## src/sdc_pkg.sv

```systemverilog
// Shared constants, codes and types of the stepper step/direction controller.
package sdc_pkg;

  // Operand widths of the period divider
  localparam int unsigned DIVIDEND_W = 24;
  localparam int unsigned DIVISOR_W  = 16;
  localparam int unsigned DIV_CNT_W  = $clog2(DIVIDEND_W);

  // Command codes
  localparam logic [4:0] FN_TICK        = 5'd0;
  localparam logic [4:0] FN_GET_POS     = 5'd1;
  localparam logic [4:0] FN_SET_POS_SP  = 5'd2;
  localparam logic [4:0] FN_GET_POS_SP  = 5'd3;
  localparam logic [4:0] FN_SET_VEL_SP  = 5'd4;
  localparam logic [4:0] FN_GET_VEL_SP  = 5'd5;
  localparam logic [4:0] FN_GET_VEL     = 5'd6;
  localparam logic [4:0] FN_SET_DIR_SP  = 5'd7;
  localparam logic [4:0] FN_GET_DIR_SP  = 5'd8;
  localparam logic [4:0] FN_SET_MODE    = 5'd9;
  localparam logic [4:0] FN_GET_MODE    = 5'd10;
  localparam logic [4:0] FN_SET_POS_VEL = 5'd11;
  localparam logic [4:0] FN_GET_POS_VEL = 5'd12;
  localparam logic [4:0] FN_GET_POS_ERR = 5'd13;
  localparam logic [4:0] FN_SET_ZERO    = 5'd14;
  localparam logic [4:0] FN_GET_MAX_VEL = 5'd15;
  localparam logic [4:0] FN_GET_MIN_VEL = 5'd16;
  localparam logic [4:0] FN_GET_STATUS  = 5'd17;
  localparam logic [4:0] FN_SET_STATUS  = 5'd18;
  localparam logic [4:0] FN_GET_DIR     = 5'd19;
  localparam logic [4:0] FN_TEST        = 5'd20;

  // Reply data kinds
  localparam logic [1:0] KIND_S32  = 2'd0;
  localparam logic [1:0] KIND_U16  = 2'd1;
  localparam logic [1:0] KIND_U8   = 2'd2;
  localparam logic [1:0] KIND_NONE = 2'd3;

  // Configuration register indexes
  localparam logic [2:0] CFG_CLK_HZ  = 3'd0;
  localparam logic [2:0] CFG_TOP_MIN = 3'd1;
  localparam logic [2:0] CFG_TOP_MAX = 3'd2;
  localparam logic [2:0] CFG_MAX_VEL = 3'd3;
  localparam logic [2:0] CFG_MIN_VEL = 3'd4;

  // Configuration reset values
  localparam logic [23:0] CLK_HZ_RST  = 24'd2000000;
  localparam logic [15:0] TOP_MIN_RST = 16'd100;
  localparam logic [15:0] TOP_MAX_RST = 16'd20000;
  localparam logic [15:0] MAX_VEL_RST = 16'd19801;
  localparam logic [15:0] MIN_VEL_RST = 16'd99;

  // Divider status toward the sequencer
  typedef struct packed {
    logic busy;
    logic done;
  } div_stat_t;

endpackage

```

## src/sdc_div.sv

```systemverilog
// Restoring bit-serial divider for the step period top, one quotient bit per cycle.
module sdc_div (
  input  logic                                  clk_i,
  input  logic                                  rst_ni,
  input  logic                                  start_i,
  input  logic [sdc_pkg::DIVIDEND_W-1:0]        dividend_i,
  input  logic [sdc_pkg::DIVISOR_W-1:0]         divisor_i,
  output logic [sdc_pkg::DIVIDEND_W-1:0]        quotient_o,
  output sdc_pkg::div_stat_t                    stat_o
);

  logic                               busy_q, busy_d;
  logic                               done_q, done_d;
  logic [sdc_pkg::DIV_CNT_W-1:0]      cnt_q, cnt_d;
  logic [sdc_pkg::DIVISOR_W-1:0]      rem_q, rem_d;
  logic [sdc_pkg::DIVISOR_W-1:0]      dvs_q, dvs_d;
  logic [sdc_pkg::DIVIDEND_W-1:0]     quo_q, quo_d;
  logic [sdc_pkg::DIVISOR_W:0]        trial;
  logic [sdc_pkg::DIVISOR_W:0]        diff;
  logic                               ge;

  // One trial subtraction per cycle
  assign trial = {rem_q, quo_q[sdc_pkg::DIVIDEND_W-1]};
  assign diff  = trial - {1'b0, dvs_q};
  assign ge    = (trial >= {1'b0, dvs_q});

  always_comb begin
    busy_d = busy_q;
    done_d = 1'b0;
    cnt_d  = cnt_q;
    rem_d  = rem_q;
    dvs_d  = dvs_q;
    quo_d  = quo_q;
    if (start_i) begin
      busy_d = 1'b1;
      cnt_d  = '0;
      rem_d  = '0;
      dvs_d  = divisor_i;
      quo_d  = dividend_i;
    end else if (busy_q) begin
      rem_d = ge ? diff[sdc_pkg::DIVISOR_W-1:0] : trial[sdc_pkg::DIVISOR_W-1:0];
      quo_d = {quo_q[sdc_pkg::DIVIDEND_W-2:0], ge};
      cnt_d = cnt_q + 1'b1;
      if (cnt_q == sdc_pkg::DIV_CNT_W'(sdc_pkg::DIVIDEND_W - 1)) begin
        busy_d = 1'b0;
        done_d = 1'b1;
      end
    end
  end

  // Control state
  always_ff @(posedge clk_i or negedge rst_ni) begin
    if (!rst_ni) begin
      busy_q <= 1'b0;
      done_q <= 1'b0;
      cnt_q  <= '0;
    end else begin
      busy_q <= busy_d;
      done_q <= done_d;
      cnt_q  <= cnt_d;
    end
  end

  // Datapath
  always_ff @(posedge clk_i) begin
    rem_q <= rem_d;
    dvs_q <= dvs_d;
    quo_q <= quo_d;
  end

  assign quotient_o  = quo_q;
  assign stat_o.busy = busy_q;
  assign stat_o.done = done_q;

endmodule

```

## src/stepper_step_dir_controller.sv

```systemverilog
// Stepper step/direction controller: command decode, drive rule sequencer and outputs.
//
// Usage:
//   Input channel (in_valid_i / in_stall_o) carries one beat per command or step
//   tick: func_i selects the action, value_i holds its argument. Output channel
//   (out_valid_o / out_stall_i) returns exactly one beat per input beat with the
//   echoed code, the reply and the drive outputs as they stand after the item.
//   A beat moves on a rising edge with valid high and stall low.
//   A tick goes from the idle state straight to the output state. A command
//   passes the mode rule, the 24-step serial divider that computes the period
//   top floor(step_clock_hz / velocity) - 1 and the clamp, then the output
//   state; divider and clamp are skipped when the drive velocity is 0.
//   One item is in work at a time; in_stall_o stays high until its result has
//   been loaded into the output register, so no new item is accepted before
//   then. The output register holds its beat while out_stall_i is high; a new
//   result waits in the sequencer until that register frees up.
//   Configuration: cfg_we_i writes cfg_data_i to register cfg_index_i at once;
//   write only while idle. A write does not recompute the period top.
//   Reset (rst_ni low, asynchronous) restores the register defaults, clears all
//   positions and set-points, stops the motor and sets the period top to 20000.
module stepper_step_dir_controller (
  input  logic        clk_i,
  input  logic        rst_ni,
  input  logic        cfg_we_i,
  input  logic [2:0]  cfg_index_i,
  input  logic [23:0] cfg_data_i,
  input  logic        in_valid_i,
  output logic        in_stall_o,
  input  logic [4:0]  func_i,
  input  logic signed [31:0] value_i,
  output logic        out_valid_o,
  input  logic        out_stall_i,
  output logic [4:0]  echo_func_o,
  output logic [1:0]  data_kind_o,
  output logic signed [31:0] reply_data_o,
  output logic        step_enable_o,
  output logic        dir_out_o,
  output logic [15:0] period_top_o,
  output logic [14:0] pulse_compare_o,
  output logic        vel_trigger_o
);

  // Sequencer states
  localparam logic [2:0] S_IDLE  = 3'd0;
  localparam logic [2:0] S_RULE  = 3'd1;
  localparam logic [2:0] S_DIV   = 3'd2;
  localparam logic [2:0] S_CLAMP = 3'd3;
  localparam logic [2:0] S_OUT   = 3'd4;

  logic [2:0]  state_q, state_d;

  // Configuration registers
  logic [23:0] clk_hz_q;
  logic [15:0] top_min_q, top_max_q, max_vel_q, min_vel_q;

  // Controller state
  logic [31:0] pos_q, pos_d, pos_sp_q, pos_sp_d;
  logic [15:0] vel_sp_q, vel_sp_d, pos_vel_q, pos_vel_d, drv_vel_q, drv_vel_d;
  logic        dir_sp_q, dir_sp_d, mode_vel_q, mode_vel_d, run_q, run_d;
  logic        drv_dir_q, drv_dir_d, en_q, en_d, trig_q, trig_d;
  logic [15:0] top_q, top_d;

  // Item in work
  logic [4:0]  func_q, func_d;
  logic [1:0]  kind_q, kind_d;
  logic [31:0] reply_q, reply_d;

  // Output register
  logic        out_valid_q, out_valid_d;
  logic [4:0]  o_func_q;
  logic [1:0]  o_kind_q;
  logic [31:0] o_reply_q;
  logic        o_en_q, o_dir_q, o_trig_q;
  logic [15:0] o_top_q;

  // Helpers
  logic        in_acc, out_load, div_start;
  logic [31:0] v32, pos_step, err;
  logic [15:0] v16, v16_clamp;
  logic        v8_ok;
  logic [23:0] quotient, qm1, lo24;
  logic        raise;
  sdc_pkg::div_stat_t div_stat;

  assign in_acc   = in_valid_i && !in_stall_o;
  assign out_load = (state_q == S_OUT) && (!out_valid_q || !out_stall_i);

  assign v32       = value_i;
  assign v16       = v32[15:0];
  assign v8_ok     = (v32[7:1] == 7'd0);
  assign v16_clamp = (v16 < max_vel_q) ? v16 : max_vel_q;
  assign pos_step  = drv_dir_q ? (pos_q - 32'd1) : (pos_q + 32'd1);
  assign err       = pos_sp_q - pos_q;

  // Period top clamp: raise to top_min, then lower to top_max
  assign qm1   = quotient - 24'd1;
  assign raise = (quotient == 24'd0) || (qm1 < {8'd0, top_min_q});
  assign lo24  = raise ? {8'd0, top_min_q} : qm1;

  // Sequencer and state update
  always_comb begin
    state_d    = state_q;
    pos_d      = pos_q;
    pos_sp_d   = pos_sp_q;
    vel_sp_d   = vel_sp_q;
    pos_vel_d  = pos_vel_q;
    drv_vel_d  = drv_vel_q;
    dir_sp_d   = dir_sp_q;
    mode_vel_d = mode_vel_q;
    run_d      = run_q;
    drv_dir_d  = drv_dir_q;
    en_d       = en_q;
    trig_d     = trig_q;
    top_d      = top_q;
    func_d     = func_q;
    kind_d     = kind_q;
    reply_d    = reply_q;
    div_start  = 1'b0;
    unique case (state_q)
      S_IDLE: begin
        if (in_acc) begin
          func_d  = func_i;
          kind_d  = sdc_pkg::KIND_NONE;
          reply_d = 32'd0;
          state_d = S_RULE;
          unique case (func_i)
            sdc_pkg::FN_TICK: begin
              state_d = S_OUT;
              if (run_q && (drv_vel_q != 16'd0)) begin
                pos_d = pos_step;
                if (!mode_vel_q && (pos_step == pos_sp_q)) begin
                  en_d      = 1'b0;
                  drv_vel_d = 16'd0;
                end
              end
            end
            sdc_pkg::FN_GET_POS: begin
              kind_d = sdc_pkg::KIND_S32; reply_d = pos_q;
            end
            sdc_pkg::FN_SET_POS_SP: begin
              pos_sp_d = v32; kind_d = sdc_pkg::KIND_S32; reply_d = v32;
            end
            sdc_pkg::FN_GET_POS_SP: begin
              kind_d = sdc_pkg::KIND_S32; reply_d = pos_sp_q;
            end
            sdc_pkg::FN_SET_VEL_SP: begin
              vel_sp_d = v16_clamp; kind_d = sdc_pkg::KIND_U16;
              reply_d  = {16'd0, v16_clamp};
            end
            sdc_pkg::FN_GET_VEL_SP: begin
              kind_d = sdc_pkg::KIND_U16; reply_d = {16'd0, vel_sp_q};
            end
            sdc_pkg::FN_GET_VEL: begin
              kind_d = sdc_pkg::KIND_U16; reply_d = {16'd0, drv_vel_q};
            end
            sdc_pkg::FN_SET_DIR_SP: begin
              kind_d = sdc_pkg::KIND_U8;
              if (v8_ok) begin
                dir_sp_d = v32[0]; reply_d = {31'd0, v32[0]};
              end else begin
                reply_d = {31'd0, dir_sp_q};
              end
            end
            sdc_pkg::FN_GET_DIR_SP: begin
              kind_d = sdc_pkg::KIND_U8; reply_d = {31'd0, dir_sp_q};
            end
            sdc_pkg::FN_SET_MODE: begin
              kind_d = sdc_pkg::KIND_U8;
              if (v8_ok) begin
                mode_vel_d = v32[0]; reply_d = {31'd0, v32[0]};
              end else begin
                reply_d = {31'd0, mode_vel_q};
              end
            end
            sdc_pkg::FN_GET_MODE: begin
              kind_d = sdc_pkg::KIND_U8; reply_d = {31'd0, mode_vel_q};
            end
            sdc_pkg::FN_SET_POS_VEL: begin
              pos_vel_d = v16_clamp; kind_d = sdc_pkg::KIND_U16;
              reply_d   = {16'd0, v16_clamp};
            end
            sdc_pkg::FN_GET_POS_VEL: begin
              kind_d = sdc_pkg::KIND_U16; reply_d = {16'd0, pos_vel_q};
            end
            sdc_pkg::FN_GET_POS_ERR: begin
              kind_d = sdc_pkg::KIND_S32; reply_d = err;
            end
            sdc_pkg::FN_SET_ZERO: begin
              // shift the origin: both position and set-point move by value
              pos_sp_d = pos_sp_q - v32;
              pos_d    = pos_q - v32;
              kind_d   = sdc_pkg::KIND_S32;
            end
            sdc_pkg::FN_GET_MAX_VEL: begin
              kind_d = sdc_pkg::KIND_U16; reply_d = {16'd0, max_vel_q};
            end
            sdc_pkg::FN_GET_MIN_VEL: begin
              kind_d = sdc_pkg::KIND_U16; reply_d = {16'd0, min_vel_q};
            end
            sdc_pkg::FN_GET_STATUS: begin
              kind_d = sdc_pkg::KIND_U8; reply_d = {31'd0, run_q};
            end
            sdc_pkg::FN_SET_STATUS: begin
              kind_d = sdc_pkg::KIND_U8;
              if (v8_ok) begin
                run_d = v32[0]; reply_d = {31'd0, v32[0]};
              end else begin
                reply_d = {31'd0, run_q};
              end
            end
            sdc_pkg::FN_GET_DIR: begin
              kind_d = sdc_pkg::KIND_U8; reply_d = {31'd0, drv_dir_q};
            end
            sdc_pkg::FN_TEST: begin
              kind_d = sdc_pkg::KIND_U8; reply_d = 32'd1;
            end
            default: begin
              kind_d = sdc_pkg::KIND_NONE;
            end
          endcase
        end
      end
      S_RULE: begin
        // Mode rule: drive velocity, direction and enables
        if (mode_vel_q) begin
          drv_dir_d = dir_sp_q;
          if (run_q && (vel_sp_q > min_vel_q)) begin
            drv_vel_d = vel_sp_q; en_d = 1'b1; trig_d = 1'b1;
          end else begin
            drv_vel_d = 16'd0; en_d = 1'b0; trig_d = 1'b0;
          end
        end else begin
          drv_dir_d = !((err != 32'd0) && !err[31]);
          if ((err != 32'd0) && run_q) begin
            drv_vel_d = pos_vel_q; en_d = 1'b1;
          end else begin
            drv_vel_d = 16'd0; en_d = 1'b0;
          end
        end
        if (drv_vel_d == 16'd0) begin
          top_d   = top_max_q;
          state_d = S_OUT;
        end else begin
          div_start = 1'b1;
          state_d   = S_DIV;
        end
      end
      S_DIV: begin
        if (div_stat.done) state_d = S_CLAMP;
      end
      S_CLAMP: begin
        top_d   = (lo24 > {8'd0, top_max_q}) ? top_max_q : lo24[15:0];
        state_d = S_OUT;
      end
      S_OUT: begin
        if (out_load) state_d = S_IDLE;
      end
      default: begin
        state_d = S_IDLE;
      end
    endcase
  end

  // Output register valid
  always_comb begin
    out_valid_d = out_valid_q;
    if (out_load) out_valid_d = 1'b1;
    else if (!out_stall_i) out_valid_d = 1'b0;
  end

  sdc_div u_div (
    .clk_i      (clk_i),
    .rst_ni     (rst_ni),
    .start_i    (div_start),
    .dividend_i (clk_hz_q),
    .divisor_i  (drv_vel_d),
    .quotient_o (quotient),
    .stat_o     (div_stat)
  );

  // Configuration registers
  always_ff @(posedge clk_i or negedge rst_ni) begin
    if (!rst_ni) begin
      clk_hz_q  <= sdc_pkg::CLK_HZ_RST;
      top_min_q <= sdc_pkg::TOP_MIN_RST;
      top_max_q <= sdc_pkg::TOP_MAX_RST;
      max_vel_q <= sdc_pkg::MAX_VEL_RST;
      min_vel_q <= sdc_pkg::MIN_VEL_RST;
    end else if (cfg_we_i) begin
      unique case (cfg_index_i)
        sdc_pkg::CFG_CLK_HZ:  clk_hz_q  <= cfg_data_i;
        sdc_pkg::CFG_TOP_MIN: top_min_q <= cfg_data_i[15:0];
        sdc_pkg::CFG_TOP_MAX: top_max_q <= cfg_data_i[15:0];
        sdc_pkg::CFG_MAX_VEL: max_vel_q <= cfg_data_i[15:0];
        sdc_pkg::CFG_MIN_VEL: min_vel_q <= cfg_data_i[15:0];
        default: ;
      endcase
    end
  end

  // Controller state and sequencer
  always_ff @(posedge clk_i or negedge rst_ni) begin
    if (!rst_ni) begin
      state_q     <= S_IDLE;
      pos_q       <= '0;
      pos_sp_q    <= '0;
      vel_sp_q    <= '0;
      pos_vel_q   <= '0;
      drv_vel_q   <= '0;
      dir_sp_q    <= 1'b0;
      mode_vel_q  <= 1'b0;
      run_q       <= 1'b0;
      drv_dir_q   <= 1'b0;
      en_q        <= 1'b0;
      trig_q      <= 1'b0;
      top_q       <= sdc_pkg::TOP_MAX_RST;
      out_valid_q <= 1'b0;
    end else begin
      state_q     <= state_d;
      pos_q       <= pos_d;
      pos_sp_q    <= pos_sp_d;
      vel_sp_q    <= vel_sp_d;
      pos_vel_q   <= pos_vel_d;
      drv_vel_q   <= drv_vel_d;
      dir_sp_q    <= dir_sp_d;
      mode_vel_q  <= mode_vel_d;
      run_q       <= run_d;
      drv_dir_q   <= drv_dir_d;
      en_q        <= en_d;
      trig_q      <= trig_d;
      top_q       <= top_d;
      out_valid_q <= out_valid_d;
    end
  end

  // Item and output payload
  always_ff @(posedge clk_i) begin
    func_q  <= func_d;
    kind_q  <= kind_d;
    reply_q <= reply_d;
    if (out_load) begin
      o_func_q  <= func_q;
      o_kind_q  <= kind_q;
      o_reply_q <= reply_q;
      o_en_q    <= en_q;
      o_dir_q   <= drv_dir_q;
      o_trig_q  <= trig_q;
      o_top_q   <= top_q;
    end
  end

  assign in_stall_o      = (state_q != S_IDLE);
  assign out_valid_o     = out_valid_q;
  assign echo_func_o     = o_func_q;
  assign data_kind_o     = o_kind_q;
  assign reply_data_o    = o_reply_q;
  assign step_enable_o   = o_en_q;
  assign dir_out_o       = o_dir_q;
  assign period_top_o    = o_top_q;
  assign pulse_compare_o = o_top_q[15:1];
  assign vel_trigger_o   = o_trig_q;

`ifndef SYNTHESIS
  // An accepted beat always leaves the idle state
  assert property (@(posedge clk_i) disable iff (!rst_ni)
    in_acc |=> state_q != S_IDLE)
    else $error("sequencer stayed idle after accepting a beat");

  // Divider finishes only while the sequencer waits for it
  assert property (@(posedge clk_i) disable iff (!rst_ni)
    div_stat.done |-> state_q == S_DIV)
    else $error("divider done outside the divide state");

  // While waiting on the divider it is busy or just finished
  assert property (@(posedge clk_i) disable iff (!rst_ni)
    state_q == S_DIV |-> (div_stat.busy || div_stat.done))
    else $error("divide state without an active divider");
`endif

endmodule

```

## config.mk

```make
export PLATFORM = sky130hd
export DESIGN_NAME = stepper_step_dir_controller
export DESIGN_NICKNAME = d
export VERILOG_FILES = /design/src/sdc_pkg.sv /design/src/sdc_div.sv /design/src/stepper_step_dir_controller.sv
export SDC_FILE = /design/constraint.sdc
export NUM_CORES = 1
export LEC_CHECK = 0
export BUFFER_PORTS_ARGS = -buffer_cell sky130_fd_sc_hd__buf_2
export CORE_MARGIN = 4
export CORE_UTILIZATION = 44
export DETAILED_ROUTE_END_ITERATION = 7
export MAX_ROUTING_LAYER = met4
export SYNTH_ARGS = -nofsm -noshare
export SYNTH_HDL_FRONTEND = slang
export SYNTH_SLANG_ARGS = --single-unit
```

## constraint.sdc

```tcl
create_clock -name clk_i -period 9.75 [get_ports clk_i]
set_input_delay 1.95 -clock clk_i [delete_from_list [all_inputs] [get_ports clk_i]]
set_output_delay 1.95 -clock clk_i [all_outputs]
set_load 0.005 [all_outputs]
```

==> reports/metrics.yaml, run 1 <==
run_status:
  outcome: "complete, but fails checks"
  violations: "DRC"
logic_synthesis:
  ys_seq_area_share_pct: 36.9
  synth_top_area_share_pct: 18.0
  ys_top_cells_by_count: "252 x nor2_1, 232 x nand2_1, 216 x a21oi_1"
  ys_ff_latch: 386
  synth_area_mm2: 0.0280
  synth.distinct_cells: 97
  synth_area_per_cell_um2: 9.03
  yosysTopAreaCell: "dfrtp_1"
  yosysMostFrequentCell: "nor2_1"
  ys_warn_count: 0
  synthArstFlopShare_pct: 60.4
  synthCells: 3097
  synthesis.nets: 3375
  ys.flop_type: "dfrtp_1"
  synthTopCellsByArea: "dfrtp_1 18%, edfxtp_1 15%, ha_1 9.1%"
  synth_edf_count: 137
grt:
  antenna_found_initial: 4
  grt_max_degree: 129
  grt.total_usage_pct: 30.3
  grt_pass1_vias: 24200
  grt_first_pass_wirelength_mm: 153
  grt_overflow: 0
clock_network:
  cts_tree: "done"
  numCtsBuffers: 48
  postCtsHoldBufs: 0
  clock-sinks: 386
  postCtsSetupRepairBufs: 0
  cts_htree_levels: 2
  cts.path.max_buffers: 3
  cts_root_buffer: "clkbuf_16"
  insertion_delay_ns: 0.62
  path_clk_slew_ns: 0.06
  ctsResizeCount: 0
routing:
  vias: 25300
  drtPass1Iterations: 8
  wl_per_cell_um: 25.4
  drt-initial-drc-count: 2738
  drc: 2
  ant_nets: 0
  wl_mm: 103
  viasPerCell: 6.25
setup_path:
  reg2reg_to: "top_q[7]$_DFFE_PN0P_"
  required_ns: 10.22
  rrSetupSlack_ns: 2.75
  cp_slowest_stage_delay_ns: 0.75
  crit_slowest_cell: "o31a_1"
  crit_top_cell: "o21a_1"
  path_delay_family: "compound AO/OA/AOI/OAI gates"
  critPathMaxFanout: 17
  end_kind: "register"
  regToRegStartpoint: "u_div.quotient_o[4]$_DFFE_PP_"
  cp.depth: 27
  crit_arrival_ns: 7.47
  cp-start-kind: "register"
  criticalPathCategory: "register to register"
  cp_num_buf_inv: 1
  r2r_cells: 27
floorplan:
  die_h_um: 260
  initial_utilization_pct: 44.4
  die_w_um: 260
  die-area_mm2: 0.0677
  num_rows: 92
  ioPinCount: 144
  coreArea_mm2: 0.0630
finish:
  seqCellArea_mm2: 0.0103
  final_nets: 3433
  fin_area_mm2: 0.0311
  fill_cells: 5957
  syn_to_final_growth_pct: 11.2
  layout-drive-gt1-share_pct: 14.4
  multiInputGateArea_mm2: 0.0163
sta:
  slew_violations: 0
  finClkSkew_ns: 0.0422
  hold_slack_ns: 0.392
  slew-limit-headroom_pct: 22.0
  max_freq_ghz: 0.143
  setup_violations: 0
  period_share_pct: 71.8
  fin_crit_ns: 7.00
  hold_viol: 0
  rsz0062_at_grt: "no"
  setup-tns-final_ns: 0
  worst_pin_slew_ns: 1.16
  setup_ws_ns: 2.75
placement:
  dpl_cell_area_mm2: 0.0294
  portBuffers: 143
  hpwl_mm: 76.4
  place_ws_ns: 2.81
  routabilityCongestion: 0.986
power:
  ir_worst_vdd_uv: 129
  leakagePower_nw: 13.1
  power_density_mw_per_mm2: 241
min_path:
  hold_path.class: "register to register"
  hold_depth: 0
  hp-start: "reply_q[13]$_DFFE_PP_"
  hold_end: "reply_data_o[13]$_DFFE_PP_"
flow_run:
  drv_cap: 0
power breakdown:
group / leakage (nW) / internal [W] / total [W] / switching, W
registers: 4.16 / 0.00211 / 0.00268 / 0.000564
clock network: 0.814 / 0.00111 / 0.00188 / 0.000775
logic: 8.16 / 0.00117 / 0.00295 / 0.00178
layer usage:
metal / up-vias / GRT usage, % / share of wire, %
li1: 11600 / - / -
met1: 12400 / 38.8 / 42
met2: 1068 / 48.4 / 47
met3: 210 / 4.74 / 7.3
met4: 0 / 11.7 / 4.3
met5: - / - / 0
cells by family (layout without fill, tap and decap cells):
group / Yosys count / count (layout) / synth area share, %
compound gates: 899 / 899 / 21.3
other cells: 0 / 3 / 0
buf+inv: 360 / 458 / 5.18
fa+ha+maj: 209 / 209 / 9.49
simple gates: 951 / 951 / 16.5
mux: 137 / 137 / 5.63
flops: 386 / 386 / 36.9
xor+xnor: 155 / 155 / 5.10
worst reg2reg max path: cells and delay by family, from the launching register on:
family                     cells  cell delay [ns]
AOI/OAI and AO/OA             12             2.51
xor gates and xnor gates       1             0.12
adders and majority gates      2             0.59
buffers and inverters          1             0.32
DFF                            1             0.45
muxes                          3             1.00
and+or+nand+nor                8             1.89
worst max path at each step:
| stage | startpoint | end |
|---|---|---|
| after floorplan | u_div.quotient_o[5]$_DFFE_PP_ | top_q[12]$_DFFE_PN0P_ |
| after detailed placement | u_div.quotient_o[4]$_DFFE_PP_ | top_q[7]$_DFFE_PN0P_ |
| final | u_div.quotient_o[4]$_DFFE_PP_ | top_q[7]$_DFFE_PN0P_ |
| after global placement | u_div.quotient_o[5]$_DFFE_PP_ | top_q[7]$_DFFE_PN0P_ |
| after global routing | u_div.quotient_o[4]$_DFFE_PP_ | top_q[7]$_DFFE_PN0P_ |
| after CTS | u_div.quotient_o[4]$_DFFE_PP_ | top_q[7]$_DFFE_PN0P_ |
registers in the layout, indices dropped and copies added, names as in the netlist, 16 cells and up:
register          cells
clk_hz_q             24
drv_vel_q            16
max_vel_q            16
min_vel_q            16
period_top_o         16
pos_q                32
pos_sp_q             32
pos_vel_q            16
reply_data_o         32
reply_q              32
top_max_q            16
top_min_q            16
top_q                16
u_div.dvs_q          16
u_div.quotient_o     24
u_div.rem_q          16
vel_sp_q             16
placed cells by master (no fill, tap or decap), drive strengths merged, types with 31 or more instances in the layout:
master	instances
o21ai	193
nand2	234
a211oi	65
xor2	59
o21a	40
nand3	71
a222oi	31
dfstp	32
nand4	40
dfrtp	201
clkbuf	61
o22ai	39
ha	204
a21oi	217
nor2	252
a22oi	41
mux2	114
edfxtp	137
a21o	57
nor2b	37
nor3	152
buf	184
inv	185
xnor2	91
metrics by stage:
stage,std cells,utilization [%],total power [W]
floorplan,3097,-,0.00451
global placement,3951,46.7,0.00552
detailed placement,3951,46.7,0.00557
CTS,4041,49.4,0.00748
global route,4044,49.4,0.00791
finish,4044,49.4,0.00751
final cells by class:
cell class	count	share of cell area, %
Multi-Input combinational cell	2351	52.5
Sequential cell	386	33.1
Clock buffer	61	4.25
Tap cell	846	3.40
Timing Repair Buffer	184	3.36
Inverter	184	2.22
Clock inverter	29	1.13
Antenna cell	3	0.0241
Power figures use the tool's default switching activity.
==> inputs of run 2 (changes only) <==
--- a/config.mk
+++ b/config.mk
@@ -5,6 +5,7 @@
 export SDC_FILE = /design/constraint.sdc
 export NUM_CORES = 1
 export LEC_CHECK = 0
+export ABC_AREA = 1
 export BUFFER_PORTS_ARGS = -buffer_cell sky130_fd_sc_hd__buf_2
 export CORE_MARGIN = 4
 export CORE_UTILIZATION = 44
==> constraint.sdc (replaced) <==
create_clock -name clk_i -period 5.9 [get_ports clk_i]
set_input_delay 1.18 -clock clk_i [delete_from_list [all_inputs] [get_ports clk_i]]
set_output_delay 1.18 -clock clk_i [all_outputs]
set_load 0.005 [all_outputs]
==> run 2 against run 1 <==
Compared with the run above:
- the flow now finishes without violations
- worst setup slack lost 2.0 ns
- die area grew 0.49%
- core utilization is essentially flat
- via count grew 5.1%
- clock skew shrank 0.025 ns
- critical endpoint is now top_q[2]$_DFFE_PN0P_
- largest cell class unchanged
==> reports/metrics.yaml, run 2 <==
run_status:
  outcome: "finished, final reports clean"  # was complete, but fails checks
sta:
  setup_violations: 0  # unchanged
  fin_crit_ns: 5.12  # was 7.00 ns
  setup-tns-final_ns: 0  # unchanged
  worst_pin_slew_ns: 1.18  # was 1.16 ns
  max_freq_ghz: 0.195  # was 0.143 GHz
  rsz0062_at_grt: "no"  # unchanged
  hold_slack_ns: 0.415  # was 0.392 ns
  period_share_pct: 86.8  # was 71.8%
  hold_viol: 0  # unchanged
  slew-limit-headroom_pct: 21.3  # was 22.0%
  slew_violations: 0  # unchanged
  finClkSkew_ns: 0.0169  # was 0.0422 ns
routing:
  ant_nets: 0  # unchanged
  drtPass1Iterations: 6  # was 8
  drc: 0  # was 2
  drt-initial-drc-count: 2652  # was 2738
  wl_mm: 102  # was 103 mm
  viasPerCell: 5.54  # was 6.25
  wl_per_cell_um: 21.3  # was 25.4 um
  vias: 26600  # was 25300
logic_synthesis:
  synthCells: 3793  # was 3097
  synthesis.nets: 4071  # was 3375
  synth.distinct_cells: 63  # was 97
  synth_area_mm2: 0.0281  # was 0.0280 mm^2
  synthArstFlopShare_pct: 60.4  # unchanged
  synth_edf_count: 137  # unchanged
  ys_ff_latch: 386  # unchanged
  ys_seq_area_share_pct: 36.7  # was 36.9%
  synth_top_area_share_pct: 17.9  # was 18.0%
  ys_warn_count: 0  # unchanged
  ys.flop_type: "dfrtp_1"  # unchanged
  ys_top_cells_by_count: "1019 x nand2_1, 509 x inv_1, 321 x o21ai_0"  # was 252 x nor2_1, 232 x nand2_1, 216 x a21oi_1
  yosysTopAreaCell: "dfrtp_1"  # unchanged
  yosysMostFrequentCell: "nand2_1"  # was nor2_1
  synth_area_per_cell_um2: 7.41  # was 9.03 um^2
  synthTopCellsByArea: "dfrtp_1 18%, edfxtp_1 15%, nand2_1 14%"  # was dfrtp_1 18%, edfxtp_1 15%, ha_1 9.1%
min_path:
  hp-start: "reply_q[2]$_DFFE_PP_"  # was reply_q[13]$_DFFE_PP_
  hold_path.class: "register to register"  # unchanged
setup_path:
  reg2reg_to: "top_q[2]$_DFFE_PN0P_"  # was top_q[7]$_DFFE_PN0P_
  critPathMaxFanout: 28  # was 17
  rrSetupSlack_ns: 0.78  # was 2.75 ns
  criticalPathCategory: "register to register"  # unchanged
  crit_path_end: "top_q[2]$_DFFE_PN0P_"  # was top_q[7]$_DFFE_PN0P_
  crit_top_cell: "nand2_1"  # was o21a_1
  cp_slowest_stage_delay_ns: 0.45  # was 0.75 ns
  cp-start-kind: "register"  # unchanged
  end_kind: "register"  # unchanged
  crit_arrival_ns: 5.64  # was 7.47 ns
  regToRegStartpoint: "u_div.quotient_o[2]$_DFFE_PP_"  # was u_div.quotient_o[4]$_DFFE_PP_
  required_ns: 6.43  # was 10.22 ns
  crit_slowest_cell: "edfxtp_1"  # was o31a_1
  r2r_cells: 30  # was 27
  crit_path_start: "u_div.quotient_o[2]$_DFFE_PP_"  # was u_div.quotient_o[4]$_DFFE_PP_
floorplan:
  ioPinCount: 144  # unchanged
  die-area_mm2: 0.0680  # was 0.0677 mm^2
  num_rows: 92  # unchanged
  die_h_um: 261  # was 260 um
  die_w_um: 261  # was 260 um
  initial_utilization_pct: 44.5  # was 44.4%
  coreArea_mm2: 0.0632  # was 0.0630 mm^2
placement:
  portBuffers: 143  # unchanged
  hpwl_mm: 81.6  # was 76.4 mm
  dp_cells: 4706  # was 3951
  routabilityCongestion: 1.03  # was 0.986
clock_network:
  numCtsBuffers: 44  # was 48
  cts_tree: "done"  # unchanged
  insertion_delay_ns: 0.59  # was 0.62 ns
  path_clk_slew_ns: 0.06  # about the same
  cts_root_buffer: "clkbuf_16"  # unchanged
  clock-sinks: 386  # unchanged
  cts_htree_levels: 2  # unchanged
  cts.path.max_buffers: 3  # unchanged
power:
  leakagePower_nw: 14.9  # was 13.1 nW
  power_density_mw_per_mm2: 637  # was 241 mW/mm^2
  ir_worst_vdd_uv: 347  # was 129 uV
  finalPower_w: 0.0199  # was 0.00751 W
finish:
  final_common_cell: "nand2_1"  # was nor2_1
  stdcell_count: 4792  # was 4044
  final_nets: 4184  # was 3433
  final_cell_mix: "1018 x nand2_1, 509 x inv_1, 321 x o21ai_0, 299 x nor2_1, 239 x a21oi_1"  # was 251 x nor2_1, 232 x nand2_1, 214 x a21oi_1, 204 x ha_1, 201 x dfrtp_1
  layout-drive-gt1-share_pct: 9.54  # was 14.4%
  syn_to_final_growth_pct: 11.1  # was 11.2%
grt:
  grt_first_pass_wirelength_mm: 152  # was 153 mm
  grt_pass1_vias: 24700  # was 24200
  grt_overflow: 0  # unchanged
  antenna_found_initial: 6  # was 4
  grt.total_usage_pct: 30.2  # was 30.3%
  grt_max_degree: 97  # was 129
flow_run:
  drv_cap: 0  # unchanged
[run 2: cell count changes in the layout (fill, tap and decap cells not counted), moves of 31 or more]
cell      delta
a211oi_1    -59
a21o_1      -51
a222oi_1    -31
inv_1      +327
mux2_2      -83
nand2_1    +786
nand3_1     +59
nor2_1      +48
nor2b_1     -35
nor3_1     -115
o21a_1      -33
o21ai_0    +132
xnor2_1     -45
[run 2: timing repair]
action	in CTS	in global routing
hold buffers	0	0
buffers inserted	0	0
resized for setup	0	2
endpoints found under the setup margin	0	14
[run 2: stage by stage]
step	utilization [%]	worst slack [ns]	cell area, um^2
2_1_floorplan	-	1.30	28100
3_3_place_gp	47.0	0.760	29700
3_5_place_dp	47.0	0.601	29700
4_1_cts	49.4	0.552	31200
5_1_grt	49.4	0.0567	31200
6_report	49.4	0.781	31200
[run 2: metal layers]
| layer | share of wire, % | track usage, % |
|---|---|---|
| met1 | 46 | 43.2 |
| met2 | 43 | 44.1 |
| met3 | 8.1 | 5.24 |
| met4 | 3.0 | 8.56 |
| met5 | 0 | - |
[run 2: logic make-up after synthesis]
| logic type | share of synthesized area [%] |
|---|---|
| multiplexers | 0.356 |
| buffers and inverters | 8.87 |
| flip-flops | 36.7 |
| XOR/XNOR | 4.06 |
| adder cells (fa/ha/maj) | 9.44 |
| AO/OA/AOI/OAI | 16.4 |
| AND/OR/NAND/NOR | 24.2 |
[run 2: power breakdown]
| part | switching, W | internal [W] |
|---|---|---|
| combinational | 0.00793 | 0.00409 |
| sequential | 0.00109 | 0.00386 |
| clock | 0.00118 | 0.00172 |
| total | 0.0102 | 0.00968 |
[run 2: worst min-delay path by stage]
stage	to	slack, ns	depth (start not counted)
CTS	reply_data_o[23]$_DFFE_PP_	0.42	0
global placement	echo_func_o[2]$_DFFE_PP_	0.40	0
floorplan	data_kind_o[0]$_DFFE_PP_	0.40	0
detailed placement	echo_func_o[1]$_DFFE_PP_	0.40	0
global route	reply_data_o[10]$_DFFE_PP_	0.43	0
finish	reply_data_o[2]$_DFFE_PP_	0.41	0
[run 2: critical path: cells and delay by family (launching register included)]
kind / cells / cell delay (ns)
and+or+nand+nor: 14 / 1.62
AOI/OAI and AO/OA: 11 / 1.60
adders and majority gates: 2 / 0.58
buffers and inverters: 2 / 0.56
DFF: 1 / 0.45
xor gates and xnor gates: 1 / 0.23
[run 2: final cells by class]
| cell class | instances | area, um^2 |
|---|---|---|
| flip-flops and latches | 386 | 10300 |
| repair buffers | 182 | 1030 |
| well taps | 846 | 1060 |
| fillers | 6329 | 32000 |
| clock buffers | 61 | 1270 |
| diodes | 5 | 12.5 |
| multi-input cells | 2775 | 15400 |
| clock inverters | 20 | 241 |
| inverters | 517 | 1940 |
